`src/rtl/core/lppd_pkg.sv`:
```
`timescale 1ns / 1ps

package lppd_pkg;

    // Frame header layout: 4 magic bytes, 1 type byte, 4 length bytes
    localparam int HEADER_BYTES = 9;
    localparam int MAGIC_BYTES  = 4;
    localparam int CNT_W        = 4;
    localparam int LEN_W        = 23;

    localparam logic [CNT_W-1:0] TYPE_POS = CNT_W'(MAGIC_BYTES);
    localparam logic [CNT_W-1:0] LAST_POS = CNT_W'(HEADER_BYTES - 1);

    // Register map (word index)
    localparam int ADDR_W = 5;
    localparam logic [2:0] REG_MAGIC   = 3'd0;
    localparam logic [2:0] REG_MAX_LEN = 3'd1;
    localparam logic [2:0] REG_AUDIO   = 3'd2;
    localparam logic [2:0] REG_CONTROL = 3'd3;
    localparam logic [2:0] REG_VIDEO   = 3'd4;

    // Register reset values
    localparam logic [31:0]      MAGIC_RST   = 32'h5254_5353;
    localparam logic [LEN_W-1:0] MAX_LEN_RST = 23'd4194304;
    localparam logic [7:0]       AUDIO_RST   = 8'd2;
    localparam logic [7:0]       CONTROL_RST = 8'd3;
    localparam logic [7:0]       VIDEO_RST   = 8'd1;

    // Result kinds
    localparam logic [1:0] KIND_DATA  = 2'd0;
    localparam logic [1:0] KIND_EMPTY = 2'd1;
    localparam logic [1:0] KIND_ERROR = 2'd2;

    // Packet classes
    localparam logic [1:0] CLS_AUDIO   = 2'd0;
    localparam logic [1:0] CLS_CONTROL = 2'd1;
    localparam logic [1:0] CLS_VIDEO   = 2'd2;
    localparam logic [1:0] CLS_UNKNOWN = 2'd3;

    // Framing error codes
    localparam logic ERR_MAGIC  = 1'b0;
    localparam logic ERR_LENGTH = 1'b1;

    typedef enum logic [1:0] {
        PH_HEADER  = 2'd0,
        PH_PAYLOAD = 2'd1,
        PH_DROP    = 2'd2
    } phase_t;

    typedef struct packed {
        logic [31:0]      magic_word;
        logic [LEN_W-1:0] max_payload;
        logic [7:0]       audio_code;
        logic [7:0]       control_code;
        logic [7:0]       video_code;
    } cfg_t;

    typedef struct packed {
        logic [1:0] kind;
        logic [1:0] packet_class;
        logic [7:0] data_byte;
        logic       last_byte;
        logic       error_code;
    } result_t;

    // Audio wins over control, control over video
    function automatic logic [1:0] class_of(input logic [7:0] t, input cfg_t cfg);
        logic [1:0] cls;
        if (t == cfg.audio_code)
            cls = CLS_AUDIO;
        else if (t == cfg.control_code)
            cls = CLS_CONTROL;
        else if (t == cfg.video_code)
            cls = CLS_VIDEO;
        else
            cls = CLS_UNKNOWN;
        return cls;
    endfunction

endpackage

```
`src/rtl/core/lppd_parser.sv`:
```
`timescale 1ns / 1ps

module lppd_parser (
    input  logic             clk,
    input  logic             rst_n,
    input  logic             advance,
    input  logic             cmd,
    input  logic [7:0]       rx_byte,
    input  lppd_pkg::cfg_t   cfg,
    output logic             res_valid,
    output lppd_pkg::result_t res
);
    import lppd_pkg::*;

    phase_t             phase_reg, phase_next;
    logic [CNT_W-1:0]   header_count_reg, header_count_next;
    logic [31:0]        magic_shift_reg, magic_shift_next;
    logic [7:0]         type_byte_reg, type_byte_next;
    logic [31:0]        length_shift_reg, length_shift_next;
    logic [LEN_W-1:0]   bytes_left_reg, bytes_left_next;

    logic [31:0] len_full;
    logic        is_last;

    assign len_full = {rx_byte, length_shift_reg[31:8]};
    assign is_last  = (bytes_left_reg <= LEN_W'(1));

    // Parser state registers
    always_ff @(posedge clk or negedge rst_n)
    begin
        if (!rst_n)
        begin
            phase_reg        <= PH_HEADER;
            header_count_reg <= '0;
            magic_shift_reg  <= '0;
            type_byte_reg    <= '0;
            length_shift_reg <= '0;
            bytes_left_reg   <= '0;
        end
        else if (advance)
        begin
            phase_reg        <= phase_next;
            header_count_reg <= header_count_next;
            magic_shift_reg  <= magic_shift_next;
            type_byte_reg    <= type_byte_next;
            length_shift_reg <= length_shift_next;
            bytes_left_reg   <= bytes_left_next;
        end
    end

    // Next state and result for the byte at the input
    always_comb
    begin
        phase_next        = phase_reg;
        header_count_next = header_count_reg;
        magic_shift_next  = magic_shift_reg;
        type_byte_next    = type_byte_reg;
        length_shift_next = length_shift_reg;
        bytes_left_next   = bytes_left_reg;
        res_valid         = 1'b0;
        res               = '0;

        if (cmd)
        begin
            // new connection: start over
            phase_next        = PH_HEADER;
            header_count_next = '0;
            magic_shift_next  = '0;
            type_byte_next    = '0;
            length_shift_next = '0;
            bytes_left_next   = '0;
        end
        else
        begin
            unique case (phase_reg)
                PH_HEADER:
                begin
                    if (header_count_reg < TYPE_POS)
                        magic_shift_next = {rx_byte, magic_shift_reg[31:8]};
                    else if (header_count_reg == TYPE_POS)
                        type_byte_next = rx_byte;
                    else
                        length_shift_next = len_full;

                    if (header_count_reg != LAST_POS)
                        header_count_next = header_count_reg + CNT_W'(1);
                    else
                    begin
                        // full header in: check it
                        header_count_next = '0;
                        if (magic_shift_reg != cfg.magic_word)
                        begin
                            phase_next     = PH_DROP;
                            res_valid      = 1'b1;
                            res.kind       = KIND_ERROR;
                            res.error_code = ERR_MAGIC;
                        end
                        else if (len_full > {9'd0, cfg.max_payload})
                        begin
                            phase_next     = PH_DROP;
                            res_valid      = 1'b1;
                            res.kind       = KIND_ERROR;
                            res.error_code = ERR_LENGTH;
                        end
                        else if (len_full == 32'd0)
                        begin
                            res_valid        = 1'b1;
                            res.kind         = KIND_EMPTY;
                            res.packet_class = class_of(type_byte_reg, cfg);
                        end
                        else
                        begin
                            bytes_left_next = len_full[LEN_W-1:0];
                            phase_next      = PH_PAYLOAD;
                        end
                    end
                end
                PH_PAYLOAD:
                begin
                    res_valid        = 1'b1;
                    res.kind         = KIND_DATA;
                    res.packet_class = class_of(type_byte_reg, cfg);
                    res.data_byte    = rx_byte;
                    res.last_byte    = is_last;
                    if (is_last)
                    begin
                        bytes_left_next   = '0;
                        phase_next        = PH_HEADER;
                        header_count_next = '0;
                    end
                    else
                        bytes_left_next = bytes_left_reg - LEN_W'(1);
                end
                default:
                begin
                    // dropping until the next connection
                end
            endcase
        end
    end

`ifndef ASSERT_OFF
    a_count_range: assert property (@(posedge clk) disable iff (!rst_n)
        header_count_reg <= LAST_POS)
        else $error("header count past end of header");

    a_payload_left: assert property (@(posedge clk) disable iff (!rst_n)
        phase_reg == PH_PAYLOAD |-> bytes_left_reg != '0)
        else $error("payload phase with no bytes left");

    a_error_drops: assert property (@(posedge clk) disable iff (!rst_n)
        advance && res_valid && res.kind == KIND_ERROR |=> phase_reg == PH_DROP)
        else $error("framing error did not enter drop phase");

    a_header_idle: assert property (@(posedge clk) disable iff (!rst_n)
        advance && !cmd && phase_reg == PH_HEADER && header_count_reg != LAST_POS
        |-> !res_valid)
        else $error("result on a partial header");
`endif

endmodule

```
`src/rtl/core/lppd_out_buf.sv`:
```
`timescale 1ns / 1ps

module lppd_out_buf (
    input  logic              clk,
    input  logic              rst_n,
    input  logic              push,
    input  lppd_pkg::result_t push_data,
    output logic              ready,
    output logic              out_valid,
    input  logic              out_ready,
    output lppd_pkg::result_t out_data
);
    import lppd_pkg::*;

    logic    main_valid_reg, main_valid_next;
    logic    skid_valid_reg, skid_valid_next;
    result_t main_reg, main_next;
    result_t skid_reg, skid_next;
    logic    pop;

    assign ready     = !skid_valid_reg;
    assign out_valid = main_valid_reg;
    assign out_data  = main_reg;
    assign pop       = main_valid_reg && out_ready;

    // Output register plus one skid entry
    always_comb
    begin
        main_valid_next = main_valid_reg;
        skid_valid_next = skid_valid_reg;
        main_next       = main_reg;
        skid_next       = skid_reg;
        if (pop || !main_valid_reg)
        begin
            if (skid_valid_reg)
            begin
                main_valid_next = 1'b1;
                main_next       = skid_reg;
                skid_valid_next = 1'b0;
            end
            else
            begin
                main_valid_next = push;
                main_next       = push_data;
            end
        end
        else if (push)
        begin
            skid_valid_next = 1'b1;
            skid_next       = push_data;
        end
    end

    always_ff @(posedge clk or negedge rst_n)
    begin
        if (!rst_n)
        begin
            main_valid_reg <= 1'b0;
            skid_valid_reg <= 1'b0;
        end
        else
        begin
            main_valid_reg <= main_valid_next;
            skid_valid_reg <= skid_valid_next;
        end
    end

    always_ff @(posedge clk)
    begin
        main_reg <= main_next;
        skid_reg <= skid_next;
    end

endmodule

```
`src/rtl/core/length_prefixed_packet_deframer.sv`:
```
`timescale 1ns / 1ps

// Byte stream deframer: takes one received byte (or a new-connection command)
// per cycle while in_ready is high and delivers payload bytes tagged with
// class and last flag, an empty-packet notice for zero-length frames, or a
// framing error. Each item is handled in the cycle it is accepted, so the
// block sustains one item per clock while in_ready is high; each result is
// registered in an output register with one skid entry, so input keeps
// flowing while the consumer stalls; in_ready drops only once both are full.
// Configuration registers are written over the APB port at byte address 4*i.
module length_prefixed_packet_deframer (
    input  logic                        clk,
    input  logic                        rst_n,
    // configuration port
    input  logic                        psel,
    input  logic                        penable,
    input  logic                        pwrite,
    input  logic [lppd_pkg::ADDR_W-1:0] paddr,
    input  logic [31:0]                 pwdata,
    output logic [31:0]                 prdata,
    output logic                        pready,
    // input channel
    input  logic                        in_valid,
    output logic                        in_ready,
    input  logic                        cmd,
    input  logic [7:0]                  rx_byte,
    // output channel
    output logic                        out_valid,
    input  logic                        out_ready,
    output logic [1:0]                  kind,
    output logic [1:0]                  packet_class,
    output logic [7:0]                  data_byte,
    output logic                        last_byte,
    output logic                        error_code
);
    import lppd_pkg::*;

    cfg_t       cfg_reg;
    logic       cfg_wr;
    logic [2:0] reg_idx;
    logic       advance;
    logic       res_valid;
    result_t    res;
    result_t    out_data;

    assign pready  = 1'b1;
    assign reg_idx = paddr[ADDR_W-1:2];
    assign cfg_wr  = psel && penable && pwrite && pready;

    // Configuration registers
    always_ff @(posedge clk or negedge rst_n)
    begin
        if (!rst_n)
        begin
            cfg_reg.magic_word   <= MAGIC_RST;
            cfg_reg.max_payload  <= MAX_LEN_RST;
            cfg_reg.audio_code   <= AUDIO_RST;
            cfg_reg.control_code <= CONTROL_RST;
            cfg_reg.video_code   <= VIDEO_RST;
        end
        else if (cfg_wr)
        begin
            unique case (reg_idx)
                REG_MAGIC:   cfg_reg.magic_word   <= pwdata;
                REG_MAX_LEN: cfg_reg.max_payload  <= pwdata[LEN_W-1:0];
                REG_AUDIO:   cfg_reg.audio_code   <= pwdata[7:0];
                REG_CONTROL: cfg_reg.control_code <= pwdata[7:0];
                REG_VIDEO:   cfg_reg.video_code   <= pwdata[7:0];
                default:     ;
            endcase
        end
    end

    // Register readback
    always_comb
    begin
        unique case (reg_idx)
            REG_MAGIC:   prdata = cfg_reg.magic_word;
            REG_MAX_LEN: prdata = {9'd0, cfg_reg.max_payload};
            REG_AUDIO:   prdata = {24'd0, cfg_reg.audio_code};
            REG_CONTROL: prdata = {24'd0, cfg_reg.control_code};
            REG_VIDEO:   prdata = {24'd0, cfg_reg.video_code};
            default:     prdata = '0;
        endcase
    end

    assign advance = in_valid && in_ready;

    lppd_parser u_parser (
        .clk       (clk),
        .rst_n     (rst_n),
        .advance   (advance),
        .cmd       (cmd),
        .rx_byte   (rx_byte),
        .cfg       (cfg_reg),
        .res_valid (res_valid),
        .res       (res)
    );

    lppd_out_buf u_out_buf (
        .clk       (clk),
        .rst_n     (rst_n),
        .push      (advance && res_valid),
        .push_data (res),
        .ready     (in_ready),
        .out_valid (out_valid),
        .out_ready (out_ready),
        .out_data  (out_data)
    );

    assign kind         = out_data.kind;
    assign packet_class = out_data.packet_class;
    assign data_byte    = out_data.data_byte;
    assign last_byte    = out_data.last_byte;
    assign error_code   = out_data.error_code;

endmodule
```
`config.mk`:
```
export PLATFORM = sky130hd
export DESIGN_NAME = length_prefixed_packet_deframer
export DESIGN_NICKNAME = d
export VERILOG_FILES = /design/src/rtl/core/lppd_pkg.sv /design/src/rtl/core/lppd_parser.sv /design/src/rtl/core/lppd_out_buf.sv /design/src/rtl/core/length_prefixed_packet_deframer.sv
export SDC_FILE = /design/constraint.sdc
export NUM_CORES = 1
export LEC_CHECK = 0
export BUFFER_PORTS_ARGS = -buffer_cell sky130_fd_sc_hd__buf_4
export CAP_MARGIN = 5
export CORE_ASPECT_RATIO = 1.1
export CORE_MARGIN = 3
export CORE_UTILIZATION = 23
export CTS_BUF_LIST = sky130_fd_sc_hd__clkbuf_4 sky130_fd_sc_hd__clkbuf_8
export DETAILED_ROUTE_END_ITERATION = 10
export PLACE_DENSITY = 0.37
export SYNTH_ARGS = -nofsm -noshare
export SYNTH_HDL_FRONTEND = slang
export SYNTH_SLANG_ARGS = --single-unit
```
`constraint.sdc`:
```
create_clock -name clk -period 3.8 [get_ports clk]
set_input_delay 0.19 -clock clk [delete_from_list [all_inputs] [get_ports clk]]
set_output_delay 0.19 -clock clk [all_outputs]
set_load 0.02 [all_outputs]
```
==> Word-level counts from Yosys, hierarchy flattened <==
Index checks and enable logic that the tools add are counted.
{ "word_totals": {"ff_bits": 210, "inputBits": 53, "out_inout_bits": 49} }
{ "op_classes": {"n_addsub": 2, "n_lt_le_gt_ge": 3, "eq_ne": 19, "muxes": 56, "n_bitwise": 1, "n_reduce_logical": 28} }
{ "op_table": {"columns": ["operator", "n"], "rows": [
  ["$mux W32", 7],
  ["$pmux W32 S5", 1],
  ["$mux W23", 6],
  ["$pmux W23 S2", 1],
  ["$gt A32 B23 Y1", 1],
  ["$logic_not A32 Y1", 1],
  ["$mux W8", 4],
  ["$ne A32 B32 Y1", 1],
  ["$mux W14", 2],
  ["$eq A8 B8 Y1", 3],
  ["$mux W2", 12],
  ["$le A23 B1 Y1 const B", 1],
  ["$sub A23 B1 Y23 const B", 1],
  ["$mux W4", 4],
  ["$pmux W4 S2", 2],
  ["$mux W1", 13],
  ["$ne A3 B3 Y1 const B", 4],
  ["$reduce_and A2 Y1", 6],
  ["$mux W9", 1],
  ["$reduce_and A4 Y1", 2],
  ["$reduce_bool A2 Y1", 4],
  ["$eq A3 B2 Y1 const B", 2],
  ["$reduce_and A3 Y1", 2],
  ["$reduce_and A6 Y1", 1],
  ["21 further kinds", 27]
]} }

==> Logic depth before layout (Yosys ltp) <==
Gate-level depths: netlist (run 1).
{ "depth": {"word_depth": 11, "ltp_mapped": 11, "ltp_nobuf": 10} }

==> Cells and area by module <==
From an unflattened synthesis (run 1), not the netlist that was laid out.
{ "hier_totals": {"cells_unflattened": 1006, "area_unflattened_um2": 10717.8} }
{ "by_module_without_submodules": {"columns": ["mod", "n_inst", "cells_per_inst", "area_each_um2", "seq_area_each_um2"], "rows": [
  ["lppd_parser", 1, 704, 5905.7, 2327.2],
  ["length_prefixed_packet_deframer", 1, 249, 3673.5, 2000.7],
  ["lppd_out_buf", 1, 53, 1138.6, 890.9]
]} }

==> Worst setup path after synthesis (run 1) <==
Ideal clock, no wire load.
{ "synth_timing": {"kind": "reg2reg", "startpoint": "reg cfg_reg[46] in the netlist's numbering", "endpoint": "reg u_out_buf.skid_reg[0] in the netlist's numbering, enable pin", "arrival_time_ns": 2.901, "setup_slack_ns": 0.492, "path_stages_with_launch": 10, "n_path_buf": 0, "synth_period_minus_slack_ns": 3.308, "cell_sequence": "dfstp_2 -> inv_1 -> ha_1 -> and4b_1 -> nand2_1 -> mux2i_1 -> o21ai_2 -> nand3_2 -> o21ai_0 -> a211oi_1"} }
{ "synth_between": {"elab_chain_len": 8} }
{ "synth_rtl": {"columns": ["element", "line", "source"], "rows": [
  ["start, declared", "length_prefixed_packet_deframer.sv:38", "cfg_t cfg_reg;"],
  ["$gt A32 B23 Y1", "lppd_parser.sv:98", "else if (len_full > {9'd0, cfg.max_payload})"],
  ["$mux W1", "lppd_parser.sv:98", null],
  ["$mux W1", "lppd_parser.sv:91", "if (magic_shift_reg != cfg.magic_word)"],
  ["$mux W1", "lppd_parser.sv:85", "if (header_count_reg != LAST_POS)"],
  ["$pmux W1 S2", "lppd_parser.sv:75", "unique case (phase_reg)"],
  ["$mux W1", "lppd_parser.sv:63", "if (cmd)"],
  ["$logic_and A1 B1 Y1", "length_prefixed_packet_deframer.sv:103", ".push (advance && res_valid),"],
  ["$reduce_and A2 Y1 (no line)", null, null],
  ["end signal, assigned", "lppd_out_buf.sv:71", "skid_reg <= skid_next;"],
  ["end, declared", "lppd_out_buf.sv:18", "result_t skid_reg, skid_next;"]
]} }
No other way between the ends.
A chain may end at the register's enable or synchronous reset.

==> Worst setup path in the final report (run 1) <==
{ "layout_timing": {"startpoint": "reg u_parser.length_shift_reg[25]", "endpoint": "reg u_out_buf.skid_reg[9] in the netlist's numbering, enable pin"} }
{ "layout_between": {"elab_chain_len": 9, "elab_cells_between_ends": 10, "cone_classes": "order compare (1); mux (6); reduce/logical (3)"} }
{ "layout_rtl": {"columns": ["element", "line", "source"], "rows": [
  ["start, declared", "lppd_parser.sv:19", "logic [31:0] length_shift_reg, length_shift_next;"],
  ["start signal, assigned", "lppd_parser.sv:46", "length_shift_reg <= length_shift_next;"],
  ["branches (longest 2 deep; another with $gt A32 B23 Y1)", null, null],
  ["$mux W1 *", "lppd_parser.sv:98", null],
  ["$mux W1 *", "lppd_parser.sv:91", null],
  ["$mux W1 *", "lppd_parser.sv:85", null],
  ["$pmux W1 S2 *", "lppd_parser.sv:75", null],
  ["$mux W1 *", "lppd_parser.sv:63", null],
  ["$logic_and A1 B1 Y1 *", "length_prefixed_packet_deframer.sv:103", null],
  ["$reduce_and A2 Y1 (no line) *", null, null]
]} }
Every way passes the cells marked *.

==> results of run 1 <==
-- final timing paths --
| check | end | slack (ps) | depth (start not counted) |
|---|---|---|---|
| worst max-delay path | u_out_buf.skid_reg[9] | 780 | 10 |
| worst min-delay path | u_parser.phase_reg[1] | 40 | 2 |
| worst max register to register | u_out_buf.skid_reg[9] | 780 | 10 |
| worst min register to register | u_parser.bytes_left_reg[16] | 490 | 2 |
| max in group asynchronous | cfg_reg[67] | 2540 | 3 |
| min in group asynchronous | u_parser.header_count_reg[3] | 280 | 2 |
-- cells in the final DEF, fill, tap and decap left out, drive strengths merged, types with 5 or more instances in the layout --
master       netlist  routed
a21oi             34      34
a22o              15      15
a22oi             22      22
a32oi              6       6
and2              19      19
buf               12     112
clkbuf            40      71
dfrtp            155     155
dfstp             19      19
dlygate4sd3        0      42
edfxtp            28      28
ha                27      27
inv               38      39
mux2              76      76
nand2            158     158
nand3             14      14
nand4             21      21
nor2              41      41
nor2b              7       7
nor3              20      20
nor4              19      19
o21ai            122     122
o22ai              9       9
o31ai             12      12
xnor2             56      56
xor2               5       5
-- worst register-to-register path, cell delays in order, from the launching register on --
cell	delay [ps]
dfrtp_1	470
ha_1	330
a21oi_1	130
o21ai_1	140
a2111oi_4	460
nand3_2	140
o21ai_2	280
nand3_2	180
o21ai_0	280
a211oi_2	100
buf_4	240
-- final cells by class --
class	count	area (sq um)	share of cell area (%)
Inverter	38	143	1.08
Clock buffer	71	833	6.33
Antenna cell	2	5.00	0.0380
Sequential cell	202	5220	39.6
Clock inverter	7	92.6	0.703
Tap cell	581	727	5.52
Multi-Input combinational cell	724	4870	37.0
Timing Repair Buffer	154	1280	9.70
-- power by group --
group          total (mW)  switching [mW]  internal [mW]  leakage [nW]
clock network        2.53            1.01           1.52         0.490
registers            2.79           0.301           2.49          2.52
logic                1.22           0.667          0.550          2.51
total                6.53            1.98           4.55          5.52
-- what timing repair did --
| item | CTS | global route |
|---|---|---|
| endpoints found under the hold margin | 165 | 0 |
| resized for setup | 0 | 0 |
| hold buffers | 42 | 0 |
-- per-layer routing --
layer  track usage [%]  part of all wire (%)  vias up  routed length, um
met5                 0                     0        -                  0
met4              4.38                   2.4        0                781
met3              2.66                   3.8       57               1250
met2              21.6                    46      158              15200
met1              19.3                    47     3893              15600
li1                  -                     -     3925                  -
-- cells by family after synthesis --
kind of cell,after synthesis
XOR/XNOR,61
flip-flops,202
AND/OR/NAND/NOR,319
AO/OA/AOI/OAI,239
buffers and inverters,90
multiplexers,77
other,1
adder cells (fa/ha/maj),27
-- stage by stage --
stage / cells / hold WS [ps] / utilization (%) / worst slack [ps] / power, mW
6_report: 1779 / 42.9 / 29.5 / 775 / 6.53
5_1_grt: 1778 / 28.8 / 29.5 / 615 / 6.95
4_1_cts: 1777 / 0.136 / 29.5 / 733 / 6.67
3_5_place_dp: 1657 / 360 / 26.5 / 794 / 4.03
3_3_place_gp: 1657 / 364 / 26.5 / 779 / 4.02
2_1_floorplan: 1016 / -106 / - / 492 / 3.55
==> metrics.txt, run 1 <==
# TYPE chip_impl_metric gauge
chip_impl_info{name="run_status",value="finished, final reports clean"} 1
chip_impl_metric{name="final_min_period_over_clock_period",unit="%"} 79.6
chip_impl_info{name="post-synth-top-area-cell",value="dfrtp_1"} 1
chip_impl_metric{name="worst-endpoint-required",unit="ps"} 4130
chip_impl_metric{name="synth_compound_gate_area_share",unit="%"} 14.4
chip_impl_info{name="critical_register_to_register_path_startpoint",value="u_parser.length_shift_reg[25]"} 1
chip_impl_metric{name="cp_data_arrival_time",unit="ps"} 3350
chip_impl_metric{name="grt_first_pass_wirelength",unit="um"} 50800
chip_impl_metric{name="number_of_flip_flops_under_the_largest_register_name",unit=""} 79
chip_impl_metric{name="worst-path-buf-inv",unit=""} 1
chip_impl_metric{name="area_growth",unit="%"} 26.6
chip_impl_metric{name="detailed_place_hpwl",unit="um"} 23100
chip_impl_metric{name="placed_area",unit="sq mm"} 0.0118
chip_impl_metric{name="slew_at_the_pin_closest_to_its_max_slew_limit",unit="ps"} 971
chip_impl_metric{name="die_ht",unit="um"} 229
chip_impl_info{name="cts_tree",value="built"} 1
chip_impl_metric{name="synth_edf_count",unit=""} 28
chip_impl_info{name="synth.cells.most_frequent",value="158 x nand2_1, 155 x dfrtp_1, 94 x o21ai_0"} 1
chip_impl_metric{name="gr-total-overflow",unit=""} 0
chip_impl_metric{name="final_max_slew_violation_count",unit=""} 0
chip_impl_metric{name="drt-initial-drc-count",unit=""} 395
chip_impl_metric{name="timing.slew.headroom",unit="%"} 34.8
chip_impl_metric{name="post_cts_buffers",unit=""} 0
chip_impl_metric{name="postSynthRegisterBits",unit=""} 202
chip_impl_metric{name="max_clock_freq",unit="MHz"} 331
chip_impl_metric{name="synth_xor_xnor_area_share",unit="%"} 5.13
chip_impl_info{name="slowest_stage",value="dfrtp_1"} 1
chip_impl_metric{name="power.ir.vdd_worst",unit="mV"} 0.252
chip_impl_metric{name="power.leakage",unit="nW"} 5.52
chip_impl_info{name="path_category_of_the_worst_min_delay_check",value="primary input to register"} 1
chip_impl_metric{name="vias",unit=""} 8033
chip_impl_metric{name="synth.mux.area_fraction",unit="%"} 8.32
chip_impl_metric{name="synth.yosys.seq_area_share",unit="%"} 50.2
chip_impl_metric{name="time_the_final_worst_path_needs_with_i_o_delays_and_setup",unit="ps"} 3020
chip_impl_metric{name="postSynthCellCount",unit=""} 1016
chip_impl_metric{name="grt_max_degree",unit=""} 88
chip_impl_info{name="clock_tree.root_cell",value="clkbuf_8"} 1
chip_impl_metric{name="tot_gr_track_use",unit="%"} 13.8
chip_impl_info{name="yosys.cell_count.top_type",value="nand2_1"} 1
chip_impl_metric{name="synth.avg_cell_area",unit="sq um"} 10.2
chip_impl_metric{name="number_of_global_route_vias_before_repair",unit=""} 8129
chip_impl_metric{name="placement_rows",unit=""} 81
chip_impl_info{name="crit_chain",value="ha_1, a21oi_1, o21ai_1, a2111oi_4, nand3_2, o21ai_2, nand3_2, o21ai_0, a211oi_2, buf_4"} 1
chip_impl_info{name="start_kind",value="register"} 1
chip_impl_metric{name="post_synth_num_cell_types",unit=""} 67
chip_impl_metric{name="synthAdderAreaFrac",unit="%"} 3.25
chip_impl_metric{name="core_region_area",unit="sq mm"} 0.0446
chip_impl_metric{name="layout_cells_sized_above_1",unit="%"} 26.1
chip_impl_metric{name="number_of_antenna_violations_at_the_first_check_in_global_routing",unit=""} 2
chip_impl_metric{name="setup_tns",unit="ps"} 0
chip_impl_info{name="criticalPathCategory",value="register to register"} 1
chip_impl_info{name="hold_path.startpoint",value="cmd"} 1
chip_impl_metric{name="timing_hold_violations_final",unit=""} 0
chip_impl_metric{name="synth_simple_gate_area_share",unit="%"} 15.3
chip_impl_info{name="postSynth.topFlopCell",value="dfrtp_1"} 1
chip_impl_info{name="synthTopCellsByArea",value="dfrtp_1 37%, mux2_2 8.2%, edfxtp_1 8.1%"} 1
chip_impl_metric{name="critPathMaxStageDelay",unit="ps"} 470
chip_impl_metric{name="floorplan_die_width",unit="um"} 209
chip_impl_metric{name="detail-route-antenna-nets",unit=""} 0
chip_impl_info{name="largest_family_of_logic_cells_by_synthesized_area",value="simple AND/OR/NAND/NOR gates"} 1
chip_impl_metric{name="clock-sinks",unit=""} 202
chip_impl_metric{name="netlist_area",unit="sq mm"} 0.0104
chip_impl_metric{name="fin_nets",unit=""} 1242
chip_impl_info{name="rsz0062_at_grt",value="no"} 1
chip_impl_metric{name="synth_async_sr_flop_share",unit="%"} 86.1
chip_impl_metric{name="worst_setup_hold_path_clk_slew",unit="ps"} 60
chip_impl_metric{name="avgViaCountPerCell",unit=""} 4.52
chip_impl_metric{name="wl",unit="um"} 32800
chip_impl_metric{name="final_area",unit="sq mm"} 0.0132
chip_impl_metric{name="io_pins",unit=""} 102
chip_impl_metric{name="maxCapViolCount",unit=""} 0
chip_impl_metric{name="mappedNetlistNets",unit=""} 1096
chip_impl_metric{name="detailedRoute.firstPassIterationCount",unit=""} 5
chip_impl_metric{name="yosysTopAreaCellShare",unit="%"} 37.3
chip_impl_metric{name="portBuffers",unit=""} 98
chip_impl_metric{name="count_of_filler_cells_inserted_in_the_layout",unit=""} 4767
chip_impl_metric{name="cts_max_level",unit=""} 2
chip_impl_metric{name="ys.warnings.count",unit=""} 0
chip_impl_metric{name="finalWeightedCongestion",unit=""} 0.751
chip_impl_metric{name="power.density",unit="mW/mm^2"} 496
chip_impl_metric{name="cts_inserted_buffers",unit=""} 42
chip_impl_info{name="setup.worst_path.end_class",value="register"} 1
chip_impl_metric{name="finalClockSkew",unit="ps"} 14.8
chip_impl_info{name="cp_common_cell",value="nand3_2"} 1
chip_impl_metric{name="setup_violations",unit=""} 0
chip_impl_metric{name="cts.path.max_buffers",unit=""} 3
chip_impl_metric{name="clkLatencyLatePin",unit="ps"} 590
chip_impl_metric{name="path_max_fanout",unit=""} 14
chip_impl_metric{name="fp.dieArea",unit="sq mm"} 0.0478
chip_impl_metric{name="post-route-drc-count",unit=""} 0
chip_impl_metric{name="initial_utilization",unit="%"} 23.3
chip_impl_metric{name="routed_wire_length_per_instance",unit="um"} 18.5
chip_impl_info{name="timing.critical_path.from",value="u_parser.length_shift_reg[25]"} 1
chip_impl_info{name="crit_family",value="compound AO/OA/AOI/OAI gates"} 1
(Power assumes the default switching activity.)
==> inputs of run 2 (changes only) <==
--- a/config.mk
+++ b/config.mk
@@ -5,6 +5,7 @@
 export SDC_FILE = /design/constraint.sdc
 export NUM_CORES = 1
 export LEC_CHECK = 0
+export ABC_AREA = 1
 export BUFFER_PORTS_ARGS = -buffer_cell sky130_fd_sc_hd__buf_4
 export CAP_MARGIN = 5
 export CORE_ASPECT_RATIO = 1.1
==> constraint.sdc (replaced) <==
create_clock -name clk -period 2.9 [get_ports clk]
set_input_delay 0.145 -clock clk [delete_from_list [all_inputs] [get_ports clk]]
set_output_delay 0.145 -clock clk [all_outputs]
set_load 0.02 [all_outputs]
==> run 2 against run 1 <==
Compared with the run above:
- register-to-register slack lost 350 ps
- core utilization is 0.15 points lower
- worst setup slack got worse by 350 ps
==> metrics.txt, run 2 <==
# TYPE chip_impl_metric gauge
chip_impl_info{name="run_status",value="finished, final reports clean"} 1
chip_impl_metric{name="clkLatencyLatePin",unit="ps"} 590
chip_impl_metric{name="layout.area.seq",unit="sq mm"} 0.00522
chip_impl_metric{name="post_cts_buffers",unit=""} 0
chip_impl_info{name="critPathCapture",value="u_out_buf.skid_reg[6]"} 1
chip_impl_metric{name="worst_setup_hold_path_clk_slew",unit="ps"} 60
chip_impl_metric{name="synth_simple_gate_area_share",unit="%"} 22.5
chip_impl_metric{name="cts.repair.resized",unit=""} 0
chip_impl_metric{name="netlist_area",unit="sq mm"} 0.0109
chip_impl_info{name="setup.worst_path.end_class",value="register"} 1
chip_impl_metric{name="finalWeightedCongestion",unit=""} 0.807
chip_impl_metric{name="worst-endpoint-required",unit="ps"} 3170
chip_impl_metric{name="detailed_place_hpwl",unit="um"} 26200
chip_impl_metric{name="clock-sinks",unit=""} 202
chip_impl_metric{name="finalClockSkew",unit="ps"} 17.5
chip_impl_info{name="slowest_stage",value="dfrtp_1"} 1
chip_impl_metric{name="post_synth_num_cell_types",unit=""} 50
chip_impl_info{name="clock_tree.root_cell",value="clkbuf_8"} 1
chip_impl_metric{name="synth_edf_count",unit=""} 28
chip_impl_metric{name="share_comb_of_total_power",unit="%"} 29.5
chip_impl_metric{name="cts.path.max_buffers",unit=""} 3
chip_impl_metric{name="area_occupied_by_multi_input_gates",unit="sq mm"} 0.00477
chip_impl_metric{name="cts_inserted_buffers",unit=""} 40
chip_impl_metric{name="layout_cells_sized_above_1",unit="%"} 18.4
chip_impl_metric{name="core_region_area",unit="sq mm"} 0.0462
chip_impl_metric{name="net-switching-power",unit="mW"} 3.61
chip_impl_info{name="post-synth-top-area-cell",value="dfrtp_1"} 1
chip_impl_metric{name="avgViaCountPerCell",unit=""} 4.37
chip_impl_metric{name="final_area",unit="sq mm"} 0.0136
chip_impl_metric{name="power.density",unit="mW/mm^2"} 721
chip_impl_metric{name="placement_rows",unit=""} 82
chip_impl_metric{name="synthAdderAreaFrac",unit="%"} 3.11
chip_impl_info{name="postSynth.topFlopCell",value="dfrtp_1"} 1
chip_impl_metric{name="netSwitchingFraction",unit="%"} 37.0
chip_impl_metric{name="power.ir.vdd_worst",unit="mV"} 0.284
chip_impl_info{name="mostFrequentLayoutCells",value="326 x nand2_1, 165 x o21ai_0, 157 x inv_1"} 1
chip_impl_metric{name="yosysTopAreaCellShare",unit="%"} 35.7
chip_impl_metric{name="final_min_period_over_clock_period",unit="%"} 85.5
chip_impl_metric{name="count_of_filler_cells_inserted_in_the_layout",unit=""} 5041
chip_impl_metric{name="synth.yosys.seq_area_share",unit="%"} 48.0
chip_impl_metric{name="cp_data_arrival_time",unit="ps"} 2750
chip_impl_info{name="critical_register_to_register_path_startpoint",value="u_parser.length_shift_reg[23]"} 1
chip_impl_info{name="crit_chain",value="ha_1, nand2_1, nor3_2, nand2_1, nand2_1, nand2_1, nand2_2, nand2_4, nand3_4, nand2_1, nand2_1, nand3_1, inv_1, buf_4"} 1
chip_impl_info{name="cts_tree",value="built"} 1
chip_impl_metric{name="synth_compound_gate_area_share",unit="%"} 14.0
chip_impl_metric{name="maxCapViolCount",unit=""} 0
chip_impl_metric{name="tot_gr_track_use",unit="%"} 14.7
chip_impl_metric{name="initial_utilization",unit="%"} 23.6
chip_impl_metric{name="ys.warnings.count",unit=""} 0
chip_impl_info{name="timing.critical_path.from",value="u_parser.length_shift_reg[23]"} 1
chip_impl_metric{name="slew_at_the_pin_closest_to_its_max_slew_limit",unit="ps"} 736
chip_impl_info{name="yosys.cell_count.top_type",value="nand2_1"} 1
chip_impl_metric{name="final_max_slew_violation_count",unit=""} 0
chip_impl_metric{name="detailedRoute.firstPassIterationCount",unit=""} 4
chip_impl_metric{name="number_of_antenna_violations_at_the_first_check_in_global_routing",unit=""} 1
chip_impl_metric{name="floorplan_die_width",unit="um"} 213
chip_impl_metric{name="critPathMaxStageDelay",unit="ps"} 450
chip_impl_metric{name="number_of_global_route_vias_before_repair",unit=""} 9356
chip_impl_metric{name="fp.dieArea",unit="sq mm"} 0.0499
chip_impl_info{name="crit_family",value="simple AND/OR/NAND/NOR gates"} 1
chip_impl_metric{name="gr-total-overflow",unit=""} 0
chip_impl_metric{name="number_of_flip_flops_under_the_largest_register_name",unit=""} 79
chip_impl_metric{name="io_pins",unit=""} 102
chip_impl_metric{name="power_frac_clock",unit="%"} 30.8
chip_impl_metric{name="postCtsHoldBufs",unit=""} 44
chip_impl_metric{name="grt_max_degree",unit=""} 70
chip_impl_metric{name="timing_hold_violations_final",unit=""} 0
chip_impl_metric{name="setup_tns",unit="ps"} 0
chip_impl_metric{name="routed_wire_length_per_instance",unit="um"} 17.2
chip_impl_metric{name="regToRegSetupSlack",unit="ps"} 420
chip_impl_info{name="cp_common_cell",value="nand2_1"} 1
chip_impl_metric{name="worst-path-buf-inv",unit=""} 2
chip_impl_metric{name="drt-initial-drc-count",unit=""} 536
chip_impl_metric{name="wl",unit="um"} 36100
chip_impl_metric{name="time_the_final_worst_path_needs_with_i_o_delays_and_setup",unit="ps"} 2480
chip_impl_metric{name="portBuffers",unit=""} 98
chip_impl_metric{name="fin_nets",unit=""} 1565
chip_impl_metric{name="placed_area",unit="sq mm"} 0.0123
chip_impl_metric{name="setup_violations",unit=""} 0
chip_impl_metric{name="path_max_fanout",unit=""} 14
chip_impl_metric{name="postSynthRegisterBits",unit=""} 202
chip_impl_metric{name="vias",unit=""} 9197
chip_impl_info{name="criticalPathCategory",value="register to register"} 1
chip_impl_info{name="layout_commonest_cell",value="nand2_1"} 1
chip_impl_metric{name="timing.slew.headroom",unit="%"} 51.0
chip_impl_metric{name="max_clock_freq",unit="MHz"} 403
chip_impl_metric{name="detail-route-antenna-nets",unit=""} 0
chip_impl_info{name="largest_family_of_logic_cells_by_synthesized_area",value="simple AND/OR/NAND/NOR gates"} 1
chip_impl_info{name="synth.cells.most_frequent",value="327 x nand2_1, 165 x o21ai_0, 158 x inv_1"} 1
chip_impl_metric{name="mappedNetlistNets",unit=""} 1411
chip_impl_metric{name="seqPwrFrac",unit="%"} 39.7
chip_impl_metric{name="worst-r2r-cell-count",unit=""} 14
chip_impl_metric{name="synth.mux.area_fraction",unit="%"} 0
chip_impl_info{name="synthTopCellsByArea",value="dfrtp_1 36%, nand2_1 11%, edfxtp_1 7.7%"} 1
chip_impl_metric{name="power.leakage",unit="nW"} 6.35
chip_impl_metric{name="grt_first_pass_wirelength",unit="um"} 56300
chip_impl_metric{name="synth.avg_cell_area",unit="sq um"} 8.17
chip_impl_metric{name="die_ht",unit="um"} 234
chip_impl_info{name="critical_path.reg2reg.endpoint",value="u_out_buf.skid_reg[6]"} 1
chip_impl_metric{name="post-route-drc-count",unit=""} 0
chip_impl_metric{name="cts_max_level",unit=""} 2
chip_impl_info{name="path_category_of_the_worst_min_delay_check",value="primary input to asynchronous set/reset pin"} 1
chip_impl_info{name="start_kind",value="register"} 1
chip_impl_metric{name="area_growth",unit="%"} 24.7
chip_impl_metric{name="synth_async_sr_flop_share",unit="%"} 86.1
chip_impl_metric{name="synth_xor_xnor_area_share",unit="%"} 4.27
chip_impl_metric{name="internal_power",unit="mW"} 6.16
chip_impl_info{name="rsz0062_at_grt",value="no"} 1
chip_impl_metric{name="critical_path_depth",unit=""} 14
chip_impl_metric{name="postSynthCellCount",unit=""} 1331
==> run 2: logic make-up (layout without fill, tap and decap cells) <==
logic type / count (synthesis) / after routing
AO/OA/AOI/OAI: 265 / 265
XOR/XNOR: 53 / 53
adder cells (fa/ha/maj): 27 / 27
buffers and inverters: 222 / 407
flip-flops: 202 / 202
other: 1 / 3
AND/OR/NAND/NOR: 561 / 561
==> run 2: stage by stage <==
stage	instances	util, %	setup WS, ps	power (mW)	hold slack (ps)
6_report	2106	29.4	420	9.78	154
3_5_place_dp	1987	26.6	392	6.81	235
4_1_cts	2104	29.4	385	9.98	146
5_1_grt	2105	29.4	149	10.6	195
2_1_floorplan	1331	-	631	5.86	-151
3_3_place_gp	1987	26.6	394	6.80	241
==> run 2: cell type report <==
type	count	share of cell area, %
diodes	2	0.0369
inverters	172	4.76
clock inverters	8	0.314
flip-flops and latches	202	38.5
repair buffers	162	10.1
multi-input cells	907	35.2
clock buffers	65	5.72
well taps	588	5.42
==> run 2: power groups by stage <==
stage               clock network [mW]  logic, mW  registers, mW
floorplan                            0       2.13           3.73
global placement                     0       2.86           3.94
detailed placement                   0       2.88           3.93
CTS                               3.15       2.94           3.89
global route                      3.27       3.33           3.96
finish                            3.01       2.89           3.88
==> run 2: worst min-delay path by stage <==
stage             endpoint  cells past startpoint  slack, ps  start
6_report       cfg_reg[10]                      2        150  rst_n
5_1_grt        cfg_reg[10]                      2        190  rst_n
4_1_cts         cfg_reg[4]                      2        150  rst_n
3_5_place_dp    cfg_reg[3]                      1        240  rst_n
3_3_place_gp   cfg_reg[10]                      1        240  rst_n
2_1_floorplan  cfg_reg[10]                      0       -150  rst_n
==> run 2: metal layers <==
layer  GRT usage, %  up-vias  wire [um]
met4           3.97        0        705
met3           2.77       46       1180
li1               -     4658          -
met5              0        -          0
met1           18.8     4373      16100
met2           25.5      120      18100
